==> src/rtl/core/mep_queue.sv <==
// Two-entry queue of mapped points between front and back.
module mep_queue #(
   parameter int WIDTH = 64
) (
   input  logic             clock,
   input  logic             reset,
   input  logic             in_valid,
   output logic             in_ready,
   input  logic [WIDTH-1:0] in_data,
   output logic             out_valid,
   input  logic             out_ready,
   output logic [WIDTH-1:0] out_data
);
   logic [WIDTH-1:0] mem_ff [2];
   logic [WIDTH-1:0] mem_in [2];
   logic             wp_ff, wp_in, rp_ff, rp_in;
   logic [1:0]       cnt_ff, cnt_in;
   logic             push, pop;

   assign in_ready  = (cnt_ff != 2'd2);
   assign out_valid = (cnt_ff != 2'd0);
   assign push      = in_valid && in_ready;
   assign pop       = out_valid && out_ready;
   assign out_data  = mem_ff[rp_ff];

   always_comb begin
      mem_in = mem_ff;
      wp_in  = wp_ff;
      rp_in  = rp_ff;
      if (push) begin
         mem_in[wp_ff] = in_data;
         wp_in         = ~wp_ff;
      end
      if (pop) rp_in = ~rp_ff;
      cnt_in = cnt_ff + {1'b0, push} - {1'b0, pop};
   end

   always_ff @(posedge clock) begin
      if (reset) begin
         wp_ff  <= 1'b0;
         rp_ff  <= 1'b0;
         cnt_ff <= 2'd0;
      end else begin
         wp_ff  <= wp_in;
         rp_ff  <= rp_in;
         cnt_ff <= cnt_in;
      end
      mem_ff <= mem_in;
   end
endmodule

==> config.mk <==
export PLATFORM = sky130hd
export DESIGN_NAME = mep_queue
export DESIGN_NICKNAME = d
export VERILOG_FILES = /design/src/rtl/core/mep_queue.sv
export SDC_FILE = /design/constraint.sdc
export NUM_CORES = 1
export LEC_CHECK = 0
export ABC_AREA = 1
export BUFFER_PORTS_ARGS = -buffer_cell sky130_fd_sc_hd__buf_2
export CORE_ASPECT_RATIO = 1.25
export CORE_MARGIN = 3
export CORE_UTILIZATION = 35
export DETAILED_ROUTE_END_ITERATION = 12
export SLEW_MARGIN = 15
export SYNTH_ARGS = -nofsm -noshare
export SYNTH_HDL_FRONTEND = slang
export SYNTH_SLANG_ARGS = --single-unit
export TNS_END_PERCENT = 30
==> constraint.sdc <==
create_clock -name clock -period 9.4 [get_ports clock]
set_input_delay 0.94 -clock clock [delete_from_list [all_inputs] [get_ports clock]]
set_output_delay 0.94 -clock clock [all_outputs]
set_load 0.05 [all_outputs]
# --- Word level (Yosys, flattened, before mapping) ---
# Cells that the tools add are included.
word_totals:
  reg_bits: 132
  elab_cells: 25
  out_inout_bits: 66
  inputBits: 68
classes:
  order_cmp: 3
  reduce_logical: 4
  n_mux: 6
  bitwise_logic: 4
  n_eq_ne: 1
  n_addsub: 2
op_table:
  columns: ["op", "n"]
  rows:
  - ["$mux W64", 4]
  - ["$bwmux W128", 1]
  - ["$demux W64 S1", 1]
  - ["$ge A2 B2 Y1 const B", 2]
  - ["$not A1 Y2", 2]
  - ["$logic_and A1 B1 Y1", 3]
  - ["$add A2 B1 Y2", 1]
  - ["$lt A2 B1 Y1 const B", 1]
  - ["$ne A2 B2 Y1 const B", 1]
  - ["$not A1 Y1", 2]
  - ["$reduce_bool A2 Y1", 1]
  - ["$sub A2 B1 Y2", 1]

# --- Depth between registers and ports, before layout ---
logic_depth:
  word_depth: 6
  mapped_depth: 11
  mapped_depth_nobuf: 11

# --- Least setup slack after synthesis ---
# Ideal clock, no wire load.
synth_path:
  path_type: "input to register"
  from: "input in_valid"
  to: "register mem_ff[100] in the netlist's numbering, enable pin"
  n_path_buf: 0
  path_stages: 2
  t_arrival_ns: 3.696
  t_required_ns: 8.914
  setup_ns: 0.486
  slack_ns: 5.218
  path_cell_list: "nand2_4 -> nor2_1"
synth_between:
  elab_chain_len: 1
synth_lines:
  columns: ["item", "line", "rtl"]
  rows:
  - ["start, declared", "7", "input logic in_valid,"]
  - ["$logic_and A1 B1 Y1", "22", "assign push = in_valid && in_ready;"]
  - ["end signal, assigned", "48", "mem_ff <= mem_in;"]
  - ["end, declared", "14", "logic [WIDTH-1:0] mem_ff [2];"]
# Every way passes these cells.
# A chain may end at the register's enable or synchronous reset.

# --- Worst setup path after layout ---
layout_path:
  from: "register rp_ff"
  to: "output out_data[1]"
layout_between:
  elab_chain_len: 4
layout_lines:
  columns: ["item", "line", "rtl"]
  rows:
  - ["start, declared", "16", "logic wp_ff, wp_in, rp_ff, rp_in;"]
  - ["start signal, assigned", "45", "rp_ff <= rp_in;"]
  - ["$not A1 Y2 (implied by the code)", "24", "assign out_data = mem_ff[rp_ff];"]
  - ["$mux W64 (implied by the code) (3 in a row)", "24", null]
  - ["end, declared", "12", "output logic [WIDTH-1:0] out_data"]
# Every way passes these cells. The select of a mux whose other input is x is not followed.

==> results.md <==
* Reg power frac at 36.1%
* Top cells by area, synth: edfxtp_1 78%, nand2_1 15%, buf_6 2.3%, dfxtp_1 1.6%, inv_1 0.61%
* Ys flop type: edfxtp_1
* RSZ-0062 raised after global routing: no
* Critical path arrival at 2.04 ns
* Initial antenna violation count at 0
* Worst skew pair latency at 0.40 ns
* Post-synth EDFFs at 128
* Final Slew Violations at 0
* Reg2Reg Depth at 5
* Static leakage at 2.67 nW
* List of most frequent post-synthesis cells: 196 x nand2_1, 128 x edfxtp_1, 10 x buf_6, 8 x inv_1
* Footprint of the multi-input gates at 861 um^2
* Row count at 47
* WS Path Type: register to output pin
* Layout Skew at 0.00889 ns
* Drt pass-1 iters at 4
* Core area at 0.0135 mm^2
* WL per Instance at 14.3 um
* Syn_area_per_cell at 13.4 um^2
* Relative slew slack at 36.0%
* Global-route wire length before repair at 15.7 mm
* Period utilization at 31.7%
* Synth top area share at 77.8%
* Starting density of the core at 36.5%
* Psw at 0.856 mW
* Post-layout min period at 2.98 ns
* Slew at the pin closest to its max-slew limit at 0.961 ns
* ANT cells at 0
* Net count reported at finish at 578
* CTS Buf Count at 17
* Pin count of the biggest net entering global routing at 66
* Combinational power share at 35.3%
* Final Hold Viols at 0
* Synth async-reset ratio at 0%
* Post-CTS resize count at 0
* Dominant cell type by area after synthesis: edfxtp_1
* Synth cell types at 20
* Synthesis-to-layout area growth at 26.9%
* Share of layout cells above drive strength 1 at 32.6%
* Switching Share at 40.2%
* Fillers at 1252
* Clock share of power at 28.6%
* GRT Total Usage at 13.0%
* Hold/Removal Path Class: register to register
* Maximum Capacitance Violations at 0
* Critical Path Fanout Max at 65
* Hold buffers post-CTS at 0
* Synthesized flop and latch total at 132
* Detail Route Antenna Nets at 0
* Post-DP HPWL at 6.18 mm
* F_max at 336 MHz
* Reg clk slew, reported paths at 0.06 ns
* Die X at 112 um
* Wirelength, routed at 9.88 mm
* Worst Setup End Kind: output pin
* Register area share after synthesis at 79.4%
* Register area at 0.00393 mm^2
* Final setup fails at 0
* CTS tree: yes
* Clock net sink count at 132
* Power Internal at 1.28 mW
* Synthesized cell area at 0.00494 mm^2
* Setup repair bufs after CTS at 0
* Worst endpoint required time at 8.46 ns
* Port Buffers at 133
* Status: finished, final reports clean
* Syn Inst Count at 368
* GR Overflow Total at 0
* GPL Wtd Cong at 0.691
* Die Ht at 139 um
* PwrDens at 340 mW/mm^2
* Hold depth at 2
* Worst vdd ir at 0.133 mV
* Setup tns final at 0 ns
* Die area at 0.0156 mm^2
* Number of global-route vias before repair at 3197
* H-tree depth at 4
* I/O pin cnt at 134
* Root buf cell: clkbuf_16
* Synth warn at 0
* Tot Pwr at 2.13 mW
* Vias at 3031
* CTS Buffer Depth at 2
* Synthesized Nets at 437
* Vias per cell at 4.37
* CP Launch Type: register
* # DRC at 0
* Starting DRT DRC Count at 144
* Cell with the most instances after synthesis: nand2_1
==> power groups by stage <==
| stage | sequential (mW) | combinational (mW) | clock (mW) |
|---|---|---|---|
| 6_report | 0.770 | 0.752 | 0.610 |
| 5_1_grt | 0.778 | 0.808 | 0.653 |
| 4_1_cts | 0.771 | 0.766 | 0.626 |
| 3_5_place_dp | 0.783 | 0.764 | 0 |
| 3_3_place_gp | 0.779 | 0.756 | 0 |
| 2_1_floorplan | 0.783 | 0.598 | 0 |
==> kinds of logic after synthesis <==
logic type / count (synthesis) / synth area share [%]
flip-flops: 132 / 79.4
XOR/XNOR: 1 / 0.177
AND/OR/NAND/NOR: 208 / 16.4
AO/OA/AOI/OAI: 3 / 0.304
buffers and inverters: 23 / 3.47
adder cells (fa/ha/maj): 1 / 0.253
==> cells in the final DEF, fill, tap and decap left out, types with 3 or more instances in the layout <==
cell type,n
nor2_4,3
nor2_1,3
clkbuf_1,3
dfxtp_1,3
clkinv_1,4
edfxtp_1,128
buf_2,133
nand2_1,196
inv_1,8
buf_4,3
clkinv_2,4
clkbuf_16,17
==> registers in the layout (all words and copies together), names as in the netlist <==
register,count
cnt_ff,2
rp_ff,1
mem_ff,128
wp_ff,1
==> final timing paths <==
kind | start | slack (ns) | to
setup / recovery | rp_ff | 6.42 | out_data[1]
hold / removal | wp_ff | 0.60 | wp_ff
setup reg to reg | cnt_ff[0] | 7.09 | mem_ff[32]
hold reg to reg | wp_ff | 0.60 | wp_ff
==> worst max-delay path, cell delays in order, from the launching register on <==
cell	delay, ns
dfxtp_2	0.33
clkinv_2	0.71
nand2_1	0.25
nand2_1	0.11
buf_2	0.23
==> per-layer routing <==
| metal | share of wire [%] | global-route usage, % | vias to the layer above |
|---|---|---|---|
| met3 | 5.1 | 4.19 | 8 |
| met1 | 41 | 14.8 | 1418 |
| li1 | - | - | 1522 |
| met5 | 0 | 0 | - |
| met4 | 1.2 | 4.94 | 0 |
| met2 | 53 | 22.6 | 83 |
==> layout make-up <==
cell class / count / area share (%)
clock buffer: 20 / 6.96
timing repair buffer: 136 / 11.0
sequential: 132 / 62.6
multi-input combinational: 213 / 13.7
inverter: 9 / 0.558
tap: 171 / 3.41
clock inverter: 12 / 1.81
==> through the flow <==
| step | hold slack [ns] | util (%) | cells | instance area [um^2] | setup WS [ns] |
|---|---|---|---|---|---|
| 2_1_floorplan | 0.491 | - | 368 | 4940 | 5.22 |
| 3_3_place_gp | 0.577 | 42.3 | 661 | 5720 | 6.53 |
| 3_5_place_dp | 0.593 | 42.3 | 661 | 5720 | 6.48 |
| 4_1_cts | 0.602 | 46.4 | 693 | 6270 | 6.28 |
| 5_1_grt | 0.656 | 46.4 | 693 | 6270 | 6.21 |
| 6_report | 0.597 | 46.4 | 693 | 6270 | 6.42 |
Power figures use the tool's default switching activity.
