==> src/rtl/core/mep_pkg.sv <==
package mep_pkg;
   localparam int MAX_DIMENSION = 4096;
   localparam int FRACTION_BITS = 24;
   localparam int COUNT_BITS    = 16;
   localparam int DIM_CFG_BITS  = 13;
   localparam int LIM_CFG_BITS  = 16;
   localparam int IDX_BITS      = 12;
   localparam int CSR_ADDR_BITS = 2;
   localparam int CSR_DATA_BITS = 16;
   localparam int GRAY_BITS     = 8;

   localparam logic [CSR_ADDR_BITS-1:0] CSR_WIDTH  = 2'd0;
   localparam logic [CSR_ADDR_BITS-1:0] CSR_HEIGHT = 2'd1;
   localparam logic [CSR_ADDR_BITS-1:0] CSR_LIMIT  = 2'd2;

   localparam logic [DIM_CFG_BITS-1:0] WIDTH_RESET  = 13'd640;
   localparam logic [DIM_CFG_BITS-1:0] HEIGHT_RESET = 13'd480;
   localparam logic [LIM_CFG_BITS-1:0] LIMIT_RESET  = 16'd256;
endpackage

==> src/rtl/core/mep_divider.sv <==
// Restoring divider: quo = num / den, one quotient bit per cycle.
module mep_divider #(
   parameter int NUM_BITS = 40,
   parameter int DEN_BITS = 17
) (
   input  logic                clock,
   input  logic                reset,
   input  logic                start,
   input  logic [NUM_BITS-1:0] num,
   input  logic [DEN_BITS-1:0] den,
   output logic                done,
   output logic [NUM_BITS-1:0] quo
);
   localparam int CNT_BITS = $clog2(NUM_BITS + 1);

   logic [NUM_BITS-1:0] q_ff, q_in;
   logic [DEN_BITS:0]   r_ff, r_in;
   logic [DEN_BITS-1:0] d_ff, d_in;
   logic [CNT_BITS-1:0] cnt_ff, cnt_in;
   logic                busy_ff, busy_in;
   logic                done_ff, done_in;
   logic [DEN_BITS:0]   trial;

   always_comb begin
      q_in    = q_ff;
      r_in    = r_ff;
      d_in    = d_ff;
      cnt_in  = cnt_ff;
      busy_in = busy_ff;
      done_in = 1'b0;
      trial   = {r_ff[DEN_BITS-1:0], q_ff[NUM_BITS-1]};
      if (start) begin
         q_in    = num;
         r_in    = '0;
         d_in    = den;
         cnt_in  = CNT_BITS'(NUM_BITS);
         busy_in = 1'b1;
      end else if (busy_ff) begin
         if (trial >= {1'b0, d_ff}) begin
            r_in = trial - {1'b0, d_ff};
            q_in = {q_ff[NUM_BITS-2:0], 1'b1};
         end else begin
            r_in = trial;
            q_in = {q_ff[NUM_BITS-2:0], 1'b0};
         end
         cnt_in = cnt_ff - 1'b1;
         if (cnt_ff == CNT_BITS'(1)) begin
            busy_in = 1'b0;
            done_in = 1'b1;
         end
      end
   end

   always_ff @(posedge clock) begin
      if (reset) begin
         busy_ff <= 1'b0;
         done_ff <= 1'b0;
      end else begin
         busy_ff <= busy_in;
         done_ff <= done_in;
      end
      q_ff   <= q_in;
      r_ff   <= r_in;
      d_ff   <= d_in;
      cnt_ff <= cnt_in;
   end

   assign done = done_ff;
   assign quo  = q_ff;
endmodule

==> src/rtl/core/mep_front.sv <==
// Saturates the pixel and maps it to c with two serial divisions.
module mep_front #(
   parameter int MAX_DIMENSION = mep_pkg::MAX_DIMENSION,
   parameter int FRACTION_BITS = mep_pkg::FRACTION_BITS,
   parameter int DATA_BITS     = FRACTION_BITS + 8
) (
   input  logic                                 clock,
   input  logic                                 reset,
   input  logic                                 in_valid,
   output logic                                 in_ready,
   input  logic [mep_pkg::IDX_BITS-1:0]         in_row,
   input  logic [mep_pkg::IDX_BITS-1:0]         in_col,
   input  logic [mep_pkg::DIM_CFG_BITS-1:0]     cfg_width,
   input  logic [mep_pkg::DIM_CFG_BITS-1:0]     cfg_height,
   output logic                                 out_valid,
   input  logic                                 out_ready,
   output logic [2*DATA_BITS-1:0]               out_c
);
   localparam int DIM_BITS = $clog2(MAX_DIMENSION + 1);
   localparam int NUM_BITS = mep_pkg::IDX_BITS + 2 + FRACTION_BITS;

   typedef enum logic [3:0] {
      ST_IDLE = 4'b0001,
      ST_COL  = 4'b0010,
      ST_ROW  = 4'b0100,
      ST_OUT  = 4'b1000
   } state_type;

   state_type st_ff, st_in;
   logic [DIM_BITS-1:0]    wd, hd;
   logic [DIM_BITS-1:0]    den_h_ff, den_h_in;
   logic [DIM_BITS-1:0]    row_s, col_s;
   logic [NUM_BITS-1:0]    num_r_ff, num_r_in;
   logic [DATA_BITS-1:0]   cr_ff, cr_in, ci_ff, ci_in;
   logic                   div_start;
   logic [NUM_BITS-1:0]    div_num;
   logic [DIM_BITS-1:0]    div_den;
   logic                   div_done;
   logic [NUM_BITS-1:0]    div_quo;

   function automatic logic [DIM_BITS-1:0] clamp_dim(
      input logic [mep_pkg::DIM_CFG_BITS-1:0] d);
      logic [DIM_BITS-1:0] r;
      if (d < 2) r = DIM_BITS'(2);
      else if ({19'd0, d} > 32'(MAX_DIMENSION)) r = DIM_BITS'(MAX_DIMENSION);
      else r = DIM_BITS'(d);
      return r;
   endfunction

   always_comb begin
      wd    = clamp_dim(cfg_width);
      hd    = clamp_dim(cfg_height);
      row_s = DIM_BITS'(in_row);
      col_s = DIM_BITS'(in_col);
      if ({20'd0, in_row} > 32'(hd - 1'b1)) row_s = hd - 1'b1;
      if ({20'd0, in_col} > 32'(wd - 1'b1)) col_s = wd - 1'b1;
   end

   always_comb begin
      st_in     = st_ff;
      den_h_in  = den_h_ff;
      num_r_in  = num_r_ff;
      cr_in     = cr_ff;
      ci_in     = ci_ff;
      div_start = 1'b0;
      div_num   = NUM_BITS'(col_s) * NUM_BITS'(3) << FRACTION_BITS;
      div_den   = wd - 1'b1;
      case (st_ff)
         ST_IDLE: begin
            if (in_valid) begin
               div_start = 1'b1;
               den_h_in  = hd - 1'b1;
               num_r_in  = NUM_BITS'(row_s) * NUM_BITS'(3) << FRACTION_BITS;
               st_in     = ST_COL;
            end
         end
         ST_COL: begin
            div_num = num_r_ff;
            div_den = den_h_ff;
            if (div_done) begin
               cr_in     = DATA_BITS'(div_quo) - (DATA_BITS'(2) << FRACTION_BITS);
               div_start = 1'b1;
               st_in     = ST_ROW;
            end
         end
         ST_ROW: begin
            if (div_done) begin
               ci_in = DATA_BITS'(div_quo) - (DATA_BITS'(3) << (FRACTION_BITS - 1));
               st_in = ST_OUT;
            end
         end
         ST_OUT: begin
            if (out_ready) st_in = ST_IDLE;
         end
         default: st_in = ST_IDLE;
      endcase
   end

   always_ff @(posedge clock) begin
      if (reset) st_ff <= ST_IDLE;
      else       st_ff <= st_in;
      den_h_ff <= den_h_in;
      num_r_ff <= num_r_in;
      cr_ff    <= cr_in;
      ci_ff    <= ci_in;
   end

   mep_divider #(.NUM_BITS(NUM_BITS), .DEN_BITS(DIM_BITS)) u_div (
      .clock (clock),
      .reset (reset),
      .start (div_start),
      .num   (div_num),
      .den   (div_den),
      .done  (div_done),
      .quo   (div_quo)
   );

   assign in_ready  = (st_ff == ST_IDLE);
   assign out_valid = (st_ff == ST_OUT);
   assign out_c     = {ci_ff, cr_ff};
endmodule

==> config.mk <==
export PLATFORM = sky130hd
export DESIGN_NAME = mep_front
export DESIGN_NICKNAME = d
export VERILOG_FILES = /design/src/rtl/core/mep_pkg.sv /design/src/rtl/core/mep_divider.sv /design/src/rtl/core/mep_front.sv
export SDC_FILE = /design/constraint.sdc
export NUM_CORES = 1
export LEC_CHECK = 0
export ABC_AREA = 1
export BUFFER_PORTS_ARGS = -buffer_cell sky130_fd_sc_hd__buf_4
export CORE_ASPECT_RATIO = 1.25
export CORE_MARGIN = 3
export CORE_UTILIZATION = 50
export DETAILED_ROUTE_END_ITERATION = 8
export GPL_ROUTABILITY_DRIVEN = 0
export GPL_TIMING_DRIVEN = 0
export PLACE_DENSITY = 0.7
export REMOVE_ABC_BUFFERS = 1
export SLEW_MARGIN = 20
export SYNTH_ARGS = -nofsm -noshare
export SYNTH_HDL_FRONTEND = slang
export SYNTH_HIERARCHICAL = 1
export SYNTH_SLANG_ARGS = --single-unit
==> constraint.sdc <==
create_clock -name clock -period 19.5 [get_ports clock]
set_input_delay 4.875 -clock clock [delete_from_list [all_inputs] [get_ports clock]]
set_output_delay 4.875 -clock clock [all_outputs]
set_load 0.01 [all_outputs]
# ---- Word-level counts from Yosys, hierarchy flattened
# Cells that the tools add are included.
dict set report word_totals {
  out_inout_bits 66
  wordCells 68
  regBits 167
}
dict set report classes {
  addsub 8
  mul 2
  eq_ne 9
  magnitude_cmp 7
  mux 24
  n_reduce_logical 6
  bitwise_logic 1
}
# operator n
set ops {}
lappend ops {{$mux W38} 3}
lappend ops {{$mux W13} 8}
lappend ops {{$gt A12 B32 Y1} 2}
lappend ops {{$sub A32 B25 Y32 const B} 1}
lappend ops {{$sub A32 B26 Y32 const B} 1}
lappend ops {{$mul A13 B2 Y14 const B} 2}
lappend ops {{$sub A13 B1 Y14 const B} 2}
lappend ops {{$gt A13 B13 Y1 const B} 2}
lappend ops {{$lt A13 B2 Y1 const B} 2}
lappend ops {{$sub A13 B1 Y13 const B} 2}
lappend ops {{$mux W4} 4}
lappend ops {{$pmux W4 S4} 1}
lappend ops {{$ge A14 B13 Y1} 1}
lappend ops {{$sub A13 B13 Y13} 1}
lappend ops {{$mux W1} 7}
lappend ops {{$eq A6 B1 Y1 const B} 1}
lappend ops {{$ne A2 B1 Y1 const B} 3}
lappend ops {{$reduce_and A2 Y1} 3}
lappend ops {{$sub A6 B1 Y6 const B} 1}
lappend ops {{$eq A4 B1 Y1 const B} 1}
lappend ops {{$eq A4 B2 Y1 const B} 1}
lappend ops {{$eq A4 B3 Y1 const B} 1}
lappend ops {{$eq A4 B4 Y1 const B} 1}
lappend ops {{$reduce_and A4 Y1} 1}
lappend ops {{other kinds (5)} 5}

# ---- Longest topological paths before layout
dict set report logic_depth {
  depth_word 9
  ltp_mapped 39
  mapped_depth_nobuf 38
}

# ---- By module
# Netlist, hierarchy kept.
# module cells_per_inst seq_area_each_um2 area_each_um2 n_inst
set modules_own_cells {}
lappend modules_own_cells {mep_front 691 2812.7 6172.2 1}
lappend modules_own_cells {mep_divider 483 1951.9 3926.3 1}

# ---- Worst setup path after synthesis
# OpenSTA, ideal clock, no wires.
dict set report synth_path {
  path_kind {input to register}
  start {input cfg_height[10] (netlist bit)}
  end {register num_r_ff[37] (data pin)}
  setup_ps 258
  stages 31
  path_slack_ps 9540
  t_required_ps 19242
  n_path_buf 1
  arrival_ps 9702
  cell_sequence {nor2_1 -> inv_1 -> o41ai_2 -> a21oi_1 -> ha_1 -> nand4_1 -> nor2_1 -> nand2_1 -> inv_1 -> nand2_1 -> xnor2_1 -> ha_1 -> nand2_1 -> nor2_1 -> a211oi_1 -> a21boi_0 -> a311o_1 -> clkbuf_1 -> o21ai_0 -> ha_1 -> fa_1 -> a31oi_1 -> o21ai_0 -> a21oi_1 -> o21ai_0 -> a21oi_1 -> nor2_1 -> o21ai_0 -> inv_1 -> o21ai_0 -> nand2_1}
}
dict set report synth_between {
  elab_chain_cells 7
}
# item line_no
set synth_rtl {}
lappend synth_rtl {{from (decl)} mep_front.sv:14} ;# input logic [mep_pkg::DIM_CFG_BITS-1:0] cfg_height,
lappend synth_rtl {{$gt A13 B13 Y1} mep_front.sv:45} ;# else if ({19'd0, d} > 32'(MAX_DIMENSION)) r = DIM_BITS'(MAX_DIMENSION);
lappend synth_rtl {{$mux W13} mep_front.sv:45}
lappend synth_rtl {{$mux W13 *} mep_front.sv:44} ;# if (d < 2) r = DIM_BITS'(2);
lappend synth_rtl {{$sub A13 B1 Y14} mep_front.sv:55} ;# if ({20'd0, in_row} > 32'(hd - 1'b1)) row_s = hd - 1'b1;
lappend synth_rtl {{$gt A12 B32 Y1} mep_front.sv:55}
lappend synth_rtl {{$mux W13 *} mep_front.sv:55}
lappend synth_rtl {{$mul A13 B2 Y14 *} mep_front.sv:73} ;# num_r_in = NUM_BITS'(row_s) * NUM_BITS'(3) << FRACTION_BITS;
lappend synth_rtl {{to (signal assigned)} mep_front.sv:103} ;# num_r_ff <= num_r_in;
lappend synth_rtl {{to (decl)} mep_front.sv:33} ;# logic [NUM_BITS-1:0] num_r_ff, num_r_in;
# Every way passes the cells marked *; elsewhere a longest branch is shown, timed or not.
# A chain may end at the register's enable or synchronous reset.

# ---- Worst setup path after layout
dict set report layout_path {
  start {input cfg_height[3] (netlist bit)}
  end {register num_r_ff[37] (data pin)}
}
# Same word-level chain as after synthesis.

==> flow_summary.json <==
{
  "crit_arrival_ns": 11.03,
  "core_um2": 19600,
  "whs_ns": 0.474,
  "grt_first_pass_wirelength_um": 34700,
  "min_to": "u_div/r_ff[9]$_SDFFE_PP0P_",
  "path_class": "in2reg",
  "ys_warn_count": 6,
  "synth-seq-cells": 167,
  "vias_per_cell": 4.98,
  "hold_start": "u_div/r_ff[9]$_SDFFE_PP0P_",
  "synth_top_area_cell": "edfxtp_1",
  "vias": 7951,
  "synth_edf_count": 142,
  "crit_path_max_fanout": 24,
  "drv_slew": 0,
  "io_buffers": 119,
  "antenna_found_initial": 0,
  "critPathMaxStageDelay_ns": 0.66,
  "leakagePower_nw": 5.63,
  "ys.flop_type": "edfxtp_1",
  "cts_max_level": 4,
  "setup_viol": 0,
  "fin_setup_tns_ns": 0,
  "diodes": 0,
  "path_common_cell": "o21ai_0",
  "cp-start-kind": "input port",
  "rr_startpoint": "st_ff[2]$_SDFFE_PP0P_",
  "cts_buffers": 17,
  "die_w_um": 133,
  "p_per_area_nw_per_um2": 102,
  "rsz0062_at_grt": "no",
  "fin_nets": 1438,
  "cts_resized": 0,
  "antenna_left": 0,
  "cap_violations": 0,
  "grt_max_degree": 41,
  "drive_above_1_share": 0.172,
  "cts_setup_buffers": 0,
  "cts_buffer_depth": 2,
  "r2r_cells": 11,
  "synthDominantCellAreaShare": 0.422,
  "async_flop_share": 0,
  "crit_path_end_kind": "flop",
  "r2r_end": "u_div/quo[31]$_DFFE_PP_",
  "cts_tree": "built",
  "syn_inst": 1174,
  "regToRegSetupSlack_ns": 15.38,
  "fin_worst_skew_ns": 0.0138,
  "grt_pass1_vias": 7526,
  "final_cell_mix": "nand2_1 (373), edfxtp_1 (142), inv_1 (140)",
  "synth_area_leaders": "edfxtp_1 (42%), nand2_1 (14%), ha_1 (7.8%), inv_1 (5.3%), dfxtp_1 (5.0%)",
  "ys_seq_area_frac": 0.472,
  "slew_headroom": 0.367,
  "slowest_stage": "o41ai_2",
  "drt_iter0_drc": 457,
  "fp.dieH_um": 165,
  "clkTransAtPathRegs_ns": 0.07,
  "synth_cell_type_count": 50,
  "drc": 0,
  "start_util": 0.515,
  "status": "completed",
  "grt_use_total": 0.197,
  "worstHoldPathType": "reg2reg",
  "routed_wl_um": 21500,
  "tightest_slew_ns": 0.946,
  "syn_to_final_growth_pct": 19.6,
  "syn_area_um2": 10100,
  "grt-ovfl-total": 0,
  "dp_hpwl_um": 16600,
  "clk_latency_ns": 0.43,
  "layout_commonest_cell": "nand2_1",
  "rows": 57,
  "max_freq_ghz": 0.0921,
  "post_drt_wl_per_cell_um": 13.5,
  "clockRootBuffer": "clkbuf_16",
  "holdBufCountCts": 0,
  "finalHoldViolCount": 0,
  "period_share": 0.557,
  "cp.required_ns": 19.67,
  "period_needed_ns": 10.86,
  "hold_path_depth": 2,
  "ioPinCount": 120,
  "clock-sinks": 167,
  "avgSynthCellArea_um2": 8.60,
  "die_area_um2": 21900,
  "vdd_ir_drop_max_uv": 67.3,
  "dr.pass1.iters": 5
}
-- sequential cells by signal (all words and copies together) (netlist names) --
name,cells
den_h_ff,13
num_r_ff,14
u_div/r_ff,13
ci_ff,32
u_div/busy_ff,1
st_ff,4
u_div/quo,38
cr_ff,32
u_div/done,1
u_div/d_ff,13
u_div/cnt_ff,6
-- stage by stage --
stage / cell area (um^2) / total power, mW / setup WS (ns) / utilization / instances
final: 12100 / 1.23 / 8.64 / 0.616 / 1596
after global placement: 11300 / 0.876 / 7.74 / 0.575 / 1557
after detailed placement: 11400 / 0.891 / 8.20 / 0.583 / 1564
after global routing: 12100 / 1.31 / 7.90 / 0.616 / 1596
after CTS: 12100 / 1.24 / 8.64 / 0.616 / 1596
after floorplan: 10100 / 0.789 / 9.41 / - / 1173
-- power by group --
| group | switching [mW] | total [mW] | internal (mW) | leakage (nW) |
|---|---|---|---|---|
| Combinational | 0.242 | 0.378 | 0.137 | 3.79 |
| Clock | 0.168 | 0.347 | 0.178 | 0.306 |
| Sequential | 0.0322 | 0.507 | 0.474 | 1.53 |
-- worst max path at each step --
stage	from	to	slack (ns)	cells after the start
2_1_floorplan	cfg_height[10]	num_r_ff[37]$_DFFE_PP_	9.41	30
3_3_place_gp	st_ff[2]$_SDFFE_PP0P_	u_div/quo[24]$_DFFE_PP_	7.74	9
3_5_place_dp	cfg_height[3]	num_r_ff[37]$_DFFE_PP_	8.20	31
4_1_cts	cfg_height[3]	num_r_ff[37]$_DFFE_PP_	8.64	31
5_1_grt	cfg_height[5]	num_r_ff[37]$_DFFE_PP_	7.90	31
6_report	cfg_height[3]	num_r_ff[37]$_DFFE_PP_	8.64	31
-- critical path: cells and delay by family --
family / cells / cell delay (ns)
fa+ha+maj: 4 / 1.36
xor+xnor: 1 / 0.22
compound gates: 13 / 3.45
simple gates: 10 / 0.86
buf+inv: 3 / 0.26
-- cells in the mapped netlist, drive strengths merged, types with 3 or more instances --
master,n
nor2,70
o211ai,3
fa,3
dfxtp,25
o41ai,4
xnor2,18
nand2,402
buf,9
nand3,68
a211oi,3
clkbuf,17
nor3,18
inv,152
xor2,25
edfxtp,142
ha,63
o21bai,5
nand3b,4
o21ai,55
o21a,4
nand4,28
a21oi,41
-- per-layer routing --
metal | share of wire | GRT usage
met5 | 0 | 0
met4 | 0.032 | 0.0861
met3 | 0.035 | 0.0387
met1 | 0.41 | 0.216
met2 | 0.52 | 0.369
-- cell type report --
| type | count | area, um^2 |
|---|---|---|
| tap | 265 | 332 |
| multi-input combinational | 854 | 4750 |
| fill | 1721 | 7530 |
| clock inverter | 15 | 214 |
| inverter | 152 | 571 |
| sequential | 167 | 4760 |
| timing repair buffer | 126 | 1030 |
| clock buffer | 17 | 425 |
-- kinds of logic after synthesis --
family | Yosys count | share of synthesized area
compound gates | 121 | 0.0696
xor+xnor | 43 | 0.0373
fa+ha+maj | 66 | 0.0840
buf+inv | 178 | 0.0705
flops | 167 | 0.472
other cells | 1 | 0.000371
simple gates | 598 | 0.266
No activity file was read; power rests on OpenSTA's default activity.
